### src/prlim_pkg.sv
// shared types and constants for the per-client window rate limiter
// no dependencies; imported by every module of the block
`default_nettype none

package prlim_pkg;

	// table size; the slot index is the low bits of client_slot (power of two)
	localparam int CLIENT_SLOTS = 256;
	localparam int SLOT_W       = $clog2(CLIENT_SLOTS);

	localparam int TIME_W  = 32;
	localparam int COUNT_W = 16;

	// window periods in seconds
	localparam logic [TIME_W-1:0] MINUTE_PERIOD = 32'd60;
	localparam logic [TIME_W-1:0] HOUR_PERIOD   = 32'd3600;

	// request kinds carried in s_tuser
	localparam logic REQ_CHECK  = 1'b0;
	localparam logic REQ_RECORD = 1'b1;

	// configuration register indexes (word address bit 2)
	localparam logic REG_LIMIT_MINUTE = 1'b0;
	localparam logic REG_LIMIT_HOUR   = 1'b1;

	// one window entry: start time and tally
	typedef struct packed {
		logic [TIME_W-1:0]  start;
		logic [COUNT_W-1:0] tally;
	} win_entry_t;

	// control into one window update
	typedef struct packed {
		logic touch;
		logic is_record;
		logic used;
	} win_req_t;

	// status out of one window update
	typedef struct packed {
		logic used;
		logic full;
	} win_res_t;

endpackage

`default_nettype wire

### src/prlim_win.sv
// one window update: restart on expiry, saturating tally, limit compare
// depends on prlim_pkg
`default_nettype none

module prlim_win
	import prlim_pkg::*;
(
	input  wire win_entry_t          old_entry,
	input  wire win_req_t            req,
	input  wire logic [TIME_W-1:0]   now,
	input  wire logic [TIME_W-1:0]   period,
	input  wire logic [COUNT_W-1:0]  limit,
	output win_entry_t               new_entry,
	output win_res_t                 res,
	output logic      [COUNT_W-1:0]  count
);

	logic [TIME_W-1:0]  elapsed;
	logic               expired;
	logic [COUNT_W-1:0] base_tally;
	logic [COUNT_W-1:0] next_tally;

	// restart when never used or the period has run out
	assign elapsed    = now - old_entry.start;
	assign expired    = !req.used || (elapsed >= period);
	assign base_tally = expired ? '0 : old_entry.tally;

	// record counts up to the limit, check leaves the tally
	always_comb begin
		next_tally = base_tally;
		if (req.is_record && (base_tally < limit)) begin
			next_tally = base_tally + COUNT_W'(1);
		end
	end

	always_comb begin
		new_entry = old_entry;
		if (req.touch) begin
			new_entry.start = expired ? now : old_entry.start;
			new_entry.tally = next_tally;
		end
	end

	assign res.used = req.used || req.touch;
	assign res.full = base_tally >= limit;
	assign count    = res.used ? new_entry.tally : '0;

endmodule

`default_nettype wire

### config.mk
export PLATFORM = sky130hd
export DESIGN_NAME = prlim_win
export DESIGN_NICKNAME = d
export VERILOG_FILES = /design/src/prlim_pkg.sv /design/src/prlim_win.sv
export SDC_FILE = /design/constraint.sdc
export NUM_CORES = 1
export LEC_CHECK = 0
export BUFFER_PORTS_ARGS = -buffer_cell sky130_fd_sc_hd__buf_4
export CORE_AREA = 2 2 124 126
export DETAILED_ROUTE_END_ITERATION = 10
export DIE_AREA = 0 0 126 128
export GPL_TIMING_DRIVEN = 0
export SLEW_MARGIN = 20
export SYNTH_ARGS = -nofsm -noshare
export SYNTH_HDL_FRONTEND = slang
export SYNTH_SLANG_ARGS = --single-unit
### constraint.sdc
create_clock -name vclk -period 9.07
set_input_delay 0.4535 -clock vclk [all_inputs]
set_output_delay 0.4535 -clock vclk [all_outputs]
set_load 0.05 [all_outputs]
==> summary.md, run 1 <==
| Metric | Value |
|---|---|
| Setup violations, final | `0` |
| RSZ-0062 raised after global routing | `false` |
| Seq/Total Area, Yosys | `0%` |
| Effective utilization at floorplan | `29.1%` |
| Commonest non-fill, non-tap cell in the layout | `buf_4` |
| Die area | `16100 µm²` |
| Net count, final | `1025` |
| Pwr Density | `90.1 nW/µm²` |
| Placed cells | `1000` |
| Slew HR | `56.2%` |
| CP max FO | `10` |
| Via count | `5036` |
| Static Leak | `0.00331 µW` |
| CP endpoint kind | `output port` |
| Worst path depth | `34` |
| Via density | `5.04` |
| Vias in the first global route | `4847` |
| Antenna Cells | `0` |
| GR Overflow Total | `0` |
| Synthesized Nets | `827` |
| Worst Setup Start Kind | `primary input` |
| Worst hold path class | `in2out` |
| Final number of max-transition violations | `0` |
| Most frequent cells in the layout | `buf_4 (197), inv_1 (96), ha_1 (79)` |
| Worst hold slack | `1260 ps` |
| Arrival @ worst endpoint | `7860 ps` |
| Slowest-stage cell, CP | `nor3_1` |
| Placed Area | `6030 µm²` |
| Seq cells | `0` |
| Non-Filler Instances | `1000` |
| Worst Max-Slew Pin Slew | `650 ps` |
| Core area | `14900 µm²` |
| Post-CTS Resized | `0` |
| FF/Latch Area | `0 µm²` |
| CP max stage delay | `520 ps` |
| Number of clock buffers in the layout | `0` |
| Final WL | `13.8 mm` |
| I/O Pins | `197` |
| Setup_tns | `0 ps` |
| WP buf/inv | `7` |
| Delay-heaviest family, CP | `compound AO/OA/AOI/OAI gates` |
| Required @ worst endpoint | `8620 ps` |
| Total Routing Usage GR | `16.1%` |
| First-pass DRT Iterations | `4` |
| Initial antenna violation count | `0` |
| Row count | `45` |
| Global-route wire length before repair | `22.5 mm` |
| Placer congestion estimate | `0.890` |
| Layout area overhead | `39.4%` |
| Critical path endpoint | `count[1]` |
| Post CTS Setup Buffer Count | `0` |
| Post-route DRC | `0` |
| Worst vdd ir | `0.0466 mV` |
| Max_cap viols | `0` |
| Mean Syn Cell Area | `7.03 µm²` |
| Fin crit share | `91.6%` |
| Hold bufs inserted after CTS | `0` |
| Final Hold Fails | `0` |
| DPL Wire Length | `12.2 mm` |
| Cells after Synth | `616` |
| Status | `complete, no violations` |
| DIE WIDTH | `126 µm` |
| Die Y | `128 µm` |
| Post-synthesis cell type count | `67` |
| Antenna Violating Nets Remaining | `0` |
| Share of layout cells above drive strength 1 | `29.2%` |
| Final Cell Area | `6030 µm²` |
| Drt wl/cell | `13.8 µm` |
| Yosys warnings | `0` |
| Worst Setup SP | `now[0]` |
| Mapped cell area | `4330 µm²` |
| Final min period | `8310 ps` |
| Critical path class | `in2out` |
| CP dominant cell by count | `ha_1` |
| Fmax | `0.120 GHz` |
| Pin count of the biggest net entering global routing | `11` |
| IO Port Bufs | `196` |
| Initial DRC count | `313` |
==> cell usage after synthesis (all sizes together) (2+ instances only) <==
master / instances / share of area (%)
ha: 79 / 23
nand2: 36 / 3.2
nor4: 3 / 0.78
and2: 19 / 2.7
nor2: 32 / 2.8
a21boi: 3 / 0.52
a211o: 3 / 0.61
o221ai: 2 / 0.40
nand3: 16 / 2.1
and3: 14 / 2.0
o31a: 2 / 0.40
nor2b: 9 / 1.3
buf: 14 / 1.8
xor2: 5 / 1.0
o21bai: 7 / 1.2
a21o: 29 / 5.0
o21ai: 33 / 3.8
o41a: 2 / 0.52
a211oi: 9 / 1.9
a31oi: 10 / 1.6
nand4: 18 / 2.6
nor3: 8 / 0.93
o21a: 11 / 1.9
a2111o: 3 / 0.78
or2: 3 / 0.43
or3: 2 / 0.40
mux2: 31 / 8.1
nand2b: 4 / 0.58
a41oi: 4 / 0.81
o211ai: 5 / 0.98
a21oi: 42 / 4.9
xnor2: 22 / 4.5
a32o: 2 / 0.46
clkbuf: 6 / 0.52
inv: 96 / 8.3
mux2i: 13 / 3.0
nand4b: 2 / 0.40
o41ai: 2 / 0.40
==> final cells by class <==
class	count	area [µm²]
fillers	1583	8830
repair buffers	196	1470
well taps	188	235
inverters	96	360
multi-input cells	500	3870
plain buffers	20	98.8
==> power breakdown <==
part | switching [µW] | internal (µW) | total (µW) | leakage [µW]
Sequential | 0 | 0 | 0 | 0
Clock | 0 | 0 | 0 | 0
Combinational | 323 | 220 | 544 | 0.00331
==> worst min path at each step <==
stage,startpoint,end,slack [ps],depth (start not counted)
3_5_place_dp,old_entry[9],new_entry[9],1260,3
6_report,old_entry[9],new_entry[9],1260,3
3_3_place_gp,old_entry[9],new_entry[9],1260,3
2_1_floorplan,req[0],res[1],1160,1
4_1_cts,old_entry[9],new_entry[9],1260,3
5_1_grt,old_entry[9],count[9],1280,3
==> routing by layer <==
metal  track usage (%)  up-vias  wire length, µm
li1                  -     2615                -
met1              21.0     2238             6210
met2              29.8      175             6510
met3              2.05        8              960
met4             0.905        0               69
met5                 0        -                0
==> cell families (layout without fill, tap and decap cells) <==
group	Yosys count	after routing	share of synthesized area (%)
compound gates	179	179	28.5
xor+xnor	27	27	5.46
fa+ha+maj	80	80	23.3
buf+inv	116	312	10.6
mux	44	44	11.1
simple gates	170	170	21.0
==> metrics by stage <==
step                utilization, %  total power (µW)  setup slack, ps
global route                  40.6               596              325
floorplan                        -               379             1120
global placement              40.6               544              832
finish                        40.6               544              759
detailed placement            40.6               545              837
CTS                           40.6               547              806
(Power assumes the default switching activity.)
==> inputs of run 2 (changes only) <==
Settings changed: ABC_AREA from default to 1, CORE_AREA 2 2 124 126 to 2 2 120 122, DIE_AREA 0 0 126 128 to 0 0 122 124.
==> run 2 against run 1 <==
  * Combinational power up 3%
  * First-iteration DRC count down 10%
  * Area after synthesis down 5.4%
  * Critical path type unchanged
  * Largest cell class unchanged
  * Largest power group unchanged
==> summary.md, run 2 <==
| Metric | Value |
|---|---|
| Status | `complete, no violations` |
| Number of clock buffers in the layout | `0` |
| DIE WIDTH | `122 µm` |
| Seq cells | `0` |
| Fmax | `0.150 GHz` |
| Seq/Total Area, Yosys | `0%` |
| CP max stage delay | `400 ps` |
| Effective utilization at floorplan | `29.8%` |
| Final min period | `6650 ps` |
| Worst hold path class | `in2out` |
| Post-route DRC | `0` |
| Setup violations, final | `0` |
| Synthesized Nets | `926` |
| Cell with the most instances after synthesis | `nand2_1` |
| Final Hold Fails | `0` |
| Critical path class | `in2out` |
| WP buf/inv | `6` |
| Slowest-stage cell, CP | `fa_1` |
| Max_cap viols | `0` |
| Arrival @ worst endpoint | `6200 ps` |
| Yosys warnings | `0` |
| Switching share of total power | `64.1%` |
| DPL Wire Length | `12.1 mm` |
| Drt wl/cell | `12.3 µm` |
| Fin crit share | `73.4%` |
| Final WL | `13.4 mm` |
| CP max FO | `10` |
| Worst Setup SP | `now[0]` |
| CP endpoint kind | `output port` |
| Die area | `15100 µm²` |
| Die Y | `124 µm` |
| I/O Pins | `197` |
| Mean Syn Cell Area | `5.73 µm²` |
| Via density | `4.55` |
| Core area | `13700 µm²` |
| Total Routing Usage GR | `17.0%` |
| Vias in the first global route | `4509` |
| Delay-heaviest family, CP | `simple AND/OR/NAND/NOR gates` |
| Initial antenna violation count | `0` |
| Net count, final | `1125` |
| Combinational power share | `100.0%` |
| Cells after Synth | `715` |
| Critical path endpoint | `count[14]` |
| Layout area overhead | `41.6%` |
| Top cell type's share of synthesized area | `24.1%` |
| Pwr Density | `96.3 nW/µm²` |
| Mapped cell area | `4100 µm²` |
| Final worst slack | `2420 ps` |
| Top cells by count, synth | `nand2_1 (161), inv_1 (157), ha_1 (79), nor2_1 (57)` |
| Global-route wire length before repair | `21.1 mm` |
| Antenna Violating Nets Remaining | `0` |
| IO Port Bufs | `197` |
| Worst vdd ir | `0.0580 mV` |
| Pin count of the biggest net entering global routing | `11` |
| Synth area leader | `ha_1` |
| Row count | `43` |
| Grt peak-use layer | `met2` |
| Worst slack at placement | `2360 ps` |
| FF/Latch Area | `0 µm²` |
| Required @ worst endpoint | `8620 ps` |
| First-pass DRT Iterations | `4` |
| Setup_tns | `0 ps` |
| Internal | `200 µW` |
| M2 GR Usage | `31.2%` |
| Worst Max-Slew Pin Slew | `628 ps` |
| RSZ-0062 raised after global routing | `false` |
| Worst Setup Start Kind | `primary input` |
| Sequential power share | `0%` |
| Share of layout cells above drive strength 1 | `26.8%` |
| Commonest non-fill, non-tap cell in the layout | `buf_4` |
| Slew HR | `57.9%` |
| Post-synthesis cell type count | `43` |
| Hold bufs inserted after CTS | `0` |
| Clock share of power | `0%` |
| Initial DRC count | `281` |
| Top area cells in the synthesized netlist | `ha_1 (24%), nand2_1 (15%), inv_1 (14%)` |
| Placer congestion estimate | `0.878` |
| Static Leak | `0.00347 µW` |
| Met1 Use GR | `22.8%` |
| Via count | `4964` |
| GR Overflow Total | `0` |
| Final number of max-transition violations | `0` |
| Post-CTS Resized | `0` |
| Most frequent cells in the layout | `buf_4 (199), nand2_1 (161), inv_1 (157)` |
| Antenna Cells | `0` |
| Worst path depth | `39` |
| Met3 Use GR | `1.37%` |
| Net Sw Power | `358 µW` |
| Post CTS Setup Buffer Count | `0` |
[run 2: cell count changes after synthesis, moves of 18 or more]
| cell | delta |
|---|---|
| a21o_1 | -24 |
| and2_1 | -18 |
| inv_1 | +61 |
| nand2_1 | +126 |
| nor2_1 | +25 |
| o21ai_0 | +23 |
| xor2_1 | +20 |
[run 2: logic make-up (layout without fill, tap and decap cells)]
logic type | after synthesis | count (layout) | synth area share (%)
fa+ha+maj | 80 | 80 | 24.6
compound gates | 134 | 134 | 19.4
buf+inv | 174 | 371 | 16.5
simple gates | 292 | 292 | 32.0
xor+xnor | 35 | 35 | 7.49
[run 2: layout make-up]
type,count,area (µm²)
buffer,12,66.3
fill,1552,7920
inverter,162,611
timing repair buffer,197,1480
tap,180,225
multi-input combinational,541,3420
[run 2: per-stage QoR]
| step | hold slack (ps) | power [µW] | instances | util, % | cell area (µm²) |
|---|---|---|---|---|---|
| after floorplan | 1220 | 388 | 715 | - | 4100 |
| after global placement | 1280 | 560 | 1092 | 42.3 | 5800 |
| after detailed placement | 1280 | 562 | 1092 | 42.3 | 5800 |
| after CTS | 1280 | 565 | 1092 | 42.3 | 5800 |
| after global routing | 1310 | 620 | 1092 | 42.3 | 5800 |
| final | 1280 | 558 | 1092 | 42.3 | 5800 |
[run 2: how the worst min path moves through the flow]
stage / from / end / slack [ps] / cells past startpoint
3_5_place_dp: old_entry[47] / new_entry[47] / 1280 / 4
4_1_cts: old_entry[47] / new_entry[47] / 1280 / 4
5_1_grt: old_entry[47] / new_entry[47] / 1310 / 4
2_1_floorplan: old_entry[7] / count[7] / 1220 / 3
3_3_place_gp: old_entry[47] / new_entry[47] / 1280 / 4
6_report: old_entry[47] / new_entry[47] / 1280 / 4
[run 2: routing by layer]
layer  share of wire [%]  vias to the layer above
met5                   0                        -
met3                 6.6                        6
li1                    -                     2694
met4                0.49                        0
met1                  46                     2099
met2                  47                      165
[run 2: power groups by stage]
stage	Combinational (µW)	Sequential, µW	Clock (µW)
global placement	560	0	0
CTS	565	0	0
floorplan	388	0	0
finish	558	0	0
detailed placement	562	0	0
global route	620	0	0
